[config.mk]
export PLATFORM = sky130hd
export DESIGN_NAME = sme_rsp_queue
export DESIGN_NICKNAME = d
export VERILOG_FILES = /design/src/sv/sme_pkg.sv /design/src/sv/sme_rsp_queue.sv
export SDC_FILE = /design/constraint.sdc
export NUM_CORES = 1
export LEC_CHECK = 0
export BUFFER_PORTS_ARGS = -buffer_cell sky130_fd_sc_hd__buf_2
export CELL_PAD_IN_SITES_DETAIL_PLACEMENT = 2
export CELL_PAD_IN_SITES_GLOBAL_PLACEMENT = 2
export CORE_MARGIN = 2
export CORE_UTILIZATION = 40
export DETAILED_ROUTE_END_ITERATION = 10
export PLACE_DENSITY = 0.88
export SLEW_MARGIN = 25
export SYNTH_ARGS = -nofsm -noshare
export SYNTH_HDL_FRONTEND = slang
export SYNTH_SLANG_ARGS = --single-unit
[constraint.sdc]
create_clock -name clock -period 7.6 [get_ports clock]
set_input_delay 0.38 -clock clock [delete_from_list [all_inputs] [get_ports clock]]
set_output_delay 0.38 -clock clock [all_outputs]
set_load 0.03 [all_outputs]
[src/sv/sme_pkg.sv]
// Shared types and constants for the stack machine executor.
// No dependencies; every other file imports this package.
package sme_pkg;

   localparam int DATA_W      = 32;
   localparam int NUM_REGS    = 8;
   localparam int STACK_DEPTH = 256;
   localparam int STACK_AW    = (STACK_DEPTH > 2) ? $clog2(STACK_DEPTH) : 1;
   localparam int QUEUE_DEPTH = 3;
   localparam int QPTR_W      = $clog2(QUEUE_DEPTH);
   localparam int QCNT_W      = $clog2(QUEUE_DEPTH + 1);

   typedef logic [DATA_W-1:0]   data_type;
   typedef logic [STACK_AW-1:0] stack_addr_type;
   typedef logic [2:0]          reg_idx_type;

   localparam reg_idx_type REG_A  = 3'd0;
   localparam reg_idx_type REG_IP = 3'd6;
   localparam reg_idx_type REG_SP = 3'd7;

   localparam data_type DEPTH_LIMIT = DATA_W'(STACK_DEPTH);

   typedef enum logic [2:0] {
      MODE_PUSH  = 3'd0,
      MODE_ADD   = 3'd1,
      MODE_POP   = 3'd2,
      MODE_SET   = 3'd3,
      MODE_MOVE  = 3'd4,
      MODE_PRINT = 3'd5,
      MODE_HALT  = 3'd6
   } mode_type;

   typedef enum logic [1:0] {
      REPORT_NONE  = 2'd0,
      REPORT_POP   = 2'd1,
      REPORT_PRINT = 2'd2
   } report_kind_type;

   // memory work left for the second stage
   typedef enum logic [1:0] {
      MEMOP_NONE = 2'd0,
      MEMOP_PUSH = 2'd1,
      MEMOP_ADD  = 2'd2,
      MEMOP_POP  = 2'd3
   } memop_type;

   typedef enum logic {
      PHASE_CLEAR = 1'b0,
      PHASE_RUN   = 1'b1
   } phase_type;

   typedef struct packed {
      logic [2:0]         mode;
      logic signed [31:0] immediate;
      logic [2:0]         first_reg;
      logic [2:0]         second_reg;
   } req_word_type;

   typedef struct packed {
      logic [1:0]         report_kind;
      logic signed [31:0] report_value;
      logic signed [31:0] next_fetch;
      logic               stack_fault;
      logic               halted;
   } rsp_word_type;

   typedef struct packed {
      stack_addr_type rd_addr0;
      stack_addr_type rd_addr1;
      logic           wr_en;
      stack_addr_type wr_addr;
      data_type       wr_data;
   } mem_req_type;

endpackage

[src/sv/sme_rsp_queue.sv]
// Small output queue that decouples the execute pipe from the result channel.
// Depends on sme_pkg.
module sme_rsp_queue (
   input  logic                      clock,
   input  logic                      reset,
   input  logic                      push_valid,
   input  sme_pkg::rsp_word_type     push_word,
   output logic                      rsp_valid,
   input  logic                      rsp_ready,
   output sme_pkg::rsp_word_type     rsp_word,
   output logic [sme_pkg::QCNT_W-1:0] count
);
   import sme_pkg::*;

   rsp_word_type        entries_ff [QUEUE_DEPTH];
   logic [QPTR_W-1:0]   head_ff, head_in;
   logic [QPTR_W-1:0]   tail_ff, tail_in;
   logic [QCNT_W-1:0]   count_ff, count_in;
   logic                pop;

   function automatic logic [QPTR_W-1:0] ptr_next(input logic [QPTR_W-1:0] ptr);
      return (ptr == QPTR_W'(QUEUE_DEPTH - 1)) ? '0 : ptr + 1'b1;
   endfunction

   assign pop = (count_ff != '0) && rsp_ready;

   always_comb begin
      head_in  = pop ? ptr_next(head_ff) : head_ff;
      tail_in  = push_valid ? ptr_next(tail_ff) : tail_ff;
      count_in = count_ff + QCNT_W'(push_valid) - QCNT_W'(pop);
   end

   always_ff @(posedge clock) begin
      if (reset) begin
         head_ff  <= '0;
         tail_ff  <= '0;
         count_ff <= '0;
      end else begin
         head_ff  <= head_in;
         tail_ff  <= tail_in;
         count_ff <= count_in;
      end
   end

   always_ff @(posedge clock) begin
      if (push_valid) begin
         entries_ff[tail_ff] <= push_word;
      end
   end

   assign rsp_valid = (count_ff != '0);
   assign rsp_word  = entries_ff[head_ff];
   assign count     = count_ff;

endmodule

# Word-level counts from Yosys, hierarchy flattened
# Memory sizes are Yosys's and may differ from the RTL's. A register that Yosys moved wholly into a read port is not among the register bits.
# Cells that the tools add are included.
word_totals:
  output_inout_bits: 71
  memories: 1
  elab_cells: 18
  register_bits: 6
  mem_bits_rw: 204
op_classes:
  muxes: 6
  reduce_logical: 2
  addsub: 4
  n_eq_ne: 2
mem_list:
  columns: ["name", "words", "word_bits", "rd", "rd_clocked_by_memory_dff", "write_ports", "line", "source"]
  rows:
  - ["entries_ff", 3, 68, 1, 1, 1, "sme_rsp_queue.sv:15", "rsp_word_type entries_ff [QUEUE_DEPTH];"]
ops:
  columns: ["op", "n"]
  rows:
  - ["$mux W2", 4]
  - ["$add A2 B1 Y2 const B", 2]
  - ["$eq A2 B2 Y1 const B", 2]
  - ["$add A2 B1 Y2", 1]
  - ["$mux W1", 2]
  - ["$reduce_bool A2 Y1", 1]
  - ["$sub A2 B1 Y2", 1]
  - ["$logic_and A1 B1 Y1", 1]

# Longest topological paths before layout
logic_depth:
  word_depth: 4
  depth_mapped: 5
  ltp_nobuf: 5

# Worst setup path after synthesis
# No wires, ideal clock.
synth_timing:
  path_kind: "reg2reg"
  startpoint: "register tail_ff[1]"
  endpoint: "memory entries_ff[0][0] in the netlist's numbering, enable pin"
  path_slack_ns: 1.655
  setup_ns: 0.594
  n_path_buf: 0
  synth_period_minus_slack_ns: 5.945
  arrival_time_ns: 5.351
  stages_incl_launch_ff: 2
  required_ns: 7.006
  path_cell_list: "dfxtp_1 nor3b_1"
synth_lines:
  columns: ["element", "line", "source"]
  rows:
  - ["start: declaration", "sme_rsp_queue.sv:17", "logic [QPTR_W-1:0] tail_ff, tail_in;"]
  - ["start signal: assignment", "sme_rsp_queue.sv:40", "tail_ff <= tail_in;"]
  - ["end: declaration", "sme_rsp_queue.sv:15", null]
# No word-level cell before the write port.

==> metrics.md <==
| Metric | Value |
|---|---|
| Area occupied by registers | 0.00629 mm^2 |
| Initial antenna violation count | 4 |
| Power Dens Cells | 272 mW/mm^2 |
| Tot GR Track Use | 18.2% |
| Highest ir drop seen on vdd | 0.168 mV |
| Most frequent cells in the layout | edfxtp_1, buf_2, nand2_1, mux2i_1, o21ai_0 |
| Finished Cell Area | 0.00954 mm^2 |
| Commonest non-fill, non-tap cell in the layout | edfxtp_1 |
| DP Area | 0.00887 mm^2 |
| Largest net degree at the start of global routing | 71 |
| Drt drc | 0 |
| Clock Path Buffers | 3 |
| IO Count | 143 |
| Clk Latency, worst-skew pair | 490 ps |
| Layout cell share with drive strength beyond 1 | 28.9% |
| Final cell count without fillers | 900 |
| Worst clock skew | 4.41 ps |
| FMAX | 321 MHz |
| Worst R2R Start | tail_ff[0]$_SDFFE_PP0P_ |
| Initial Utilization | 40.6% |
| GPL Wtd Cong | 0.722 |
| Yosys top cell by area | edfxtp_1 |
| Average wire per standard cell | 21.0 um |
| Inst Count DP | 858 |
| CTS H-tree lvls | 1 |
| RSZ-0062 raised after global routing | false |
| Setup_tns | 0 ps |
| Crit-path max FO | 35 |
| Post-CTS Setup Inserts | 0 |
| Arrival time at the worst endpoint | 2740 ps |
| Area Overhead vs Synth | 21.0% |
| # rows | 51 |
| Status | finished, final reports clean |
| Cells after Synth | 469 |
| Total power | 2.59 mW |
| Hold slack | 88.8 ps |
| Ys Warns | 0 |
| Reg clk slew, reported paths | 60 ps |
| Lkg Pwr | 3.24 nW |
| Total number of vias | 4,468 |
| Drt pass-1 iters | 4 |
| Post-synthesis sequential element count | 212 |
| Fillers | 1,833 |
| First-pass GRT wire length | 28,200 um |
| Reg-to-Reg End | entries_ff[1][54]$_DFFE_PP_ |
| CTS hold repair buffers | 0 |
| Synth cell types | 22 |
| Post-route clock period utilization | 41.0% |
| Die area | 0.0208 mm^2 |
| Gates resized, CTS repair | 0 |
| Hold Crit Class | input pin to flop |
| Total grt overflow | 0 |
| TritonCTS buffer count | 23 |
| R2R depth | 3 |
| Fin. max-slew vios | 0 |
| CTS root buffer | clkbuf_16 |
| Startpoint Class | flop |
| R2R setup slack | 5630 ps |
| Top cells by area, synth | edfxtp_1, mux2i_1, nand2_1 |
| Die Span Y | 144 um |
| # port buffers | 142 |
| TritonCTS clock tree | built |
| Slew @ Worst Pin | 726 ps |
| Rel. slew slack | 51.6% |
| Multi-input gate area | 0.00146 mm^2 |
| Max-cap violations | 0 |
| Syn_nets | 542 |
| Syn Std Cell Area | 0.00788 mm^2 |
| Vias per cell | 4.96 |
| Die W | 144 um |
| Crit end category | output pin |
| Synth top area share | 77.7% |
| Core footprint | 0.0194 mm^2 |
| Period minus WS final | 3120 ps |
| HPWL after DPL | 12,300 um |
| Critical Path RT | 7220 ps |
| Final hold vios | 0 |
| Critical path class | flop to output pin |
| Clock sinks | 212 |
| Seq/Total Area, Yosys | 79.7% |
| Nets | 692 |
| Syn avg cell area | 16.8 um^2 |
| DRT antenna net count | 0 |
| Final wirelength | 18,900 um |
| Critical Path End | rsp_word[60] |
| Vias in the first global route | 5,041 |
| Iteration-0 DRC Markers | 209 |
| # setup viols final | 0 |
==> cell usage after synthesis (all sizes together) <==
cell type / number
edfxtp: 204
nand2: 73
o21ai: 70
mux2i: 69
buf: 13
clkbuf: 11
dfxtp: 8
a21oi: 5
nor2: 5
inv: 2
mux2: 2
nor2b: 2
ha: 1
nor3b: 1
or2: 1
or3: 1
or3b: 1
==> where the power goes <==
group          total, mW  internal, mW  leakage, nW  switching (mW)
combinational      0.263        0.0786        0.976           0.184
sequential          1.36          1.34         1.95          0.0248
clock              0.966         0.550        0.311           0.416
==> critical path: stages, from the launching register on <==
cell     delay, ps
dfxtp_4        750
buf_4          640
mux2i_1        170
o21ai_0        340
buf_2          270
==> worst min path at each step <==
stage	end	depth (start not counted)	startpoint	slack, ps
finish	entries_ff[1][57]$_DFFE_PP_	1	push_word[57]	90
detailed placement	flop	2	head_ff[1]$_SDFFE_PP0P_	530
CTS	entries_ff[1][57]$_DFFE_PP_	1	push_word[57]	70
global placement	head_ff[0]$_SDFFE_PP0P_	2	head_ff[0]$_SDFFE_PP0P_	470
floorplan	flop	2	head_ff[0]$_SDFFE_PP0P_	460
global route	entries_ff[1][8]$_DFFE_PP_	1	push_word[8]	70
==> final cells by class <==
cell class / count / area share, %
sequential: 212 / 66.0
multi-input combinational: 231 / 15.3
timing repair buffer: 149 / 8.46
clock buffer: 29 / 6.27
tap: 265 / 3.47
clock inverter: 10 / 0.420
inverter: 2 / 0.0787
antenna: 2 / 0.0525
==> routing by layer <==
metal | global-route usage [%] | share of wire (%) | up-vias
li1 | - | - | 2076
met1 | 21.2 | 39 | 2244
met2 | 34.3 | 55 | 112
met3 | 3.34 | 4.6 | 32
met4 | 4.65 | 1.8 | 4
met5 | 0 | 0.15 | -
==> metrics by stage <==
step / setup slack [ps] / utilization (%)
floorplan: 1660 / -
global placement: 5000 / 45.6
detailed placement: 4950 / 45.7
finish: 4480 / 49.2
CTS: 4400 / 49.0
global route: 4290 / 49.2
==> flip-flops by register name, indices dropped and copies added (netlist names), named ones only <==
name        flops
entries_ff    204
head_ff         2
count           2
tail_ff         2
==> logic make-up (layout without fill, tap and decap cells) <==
family | Yosys count | count (layout) | synth area share, %
AND/OR/NAND/NOR | 84 | 84 | 4.24
AO/OA/AOI/OAI | 75 | 75 | 4.81
flip-flops | 212 | 212 | 79.7
adder cells (fa/ha/maj) | 1 | 1 | 0.159
buffers and inverters | 26 | 190 | 2.00
other | 0 | 2 | 0
multiplexers | 71 | 71 | 9.05
Power figures use the tool's default switching activity.
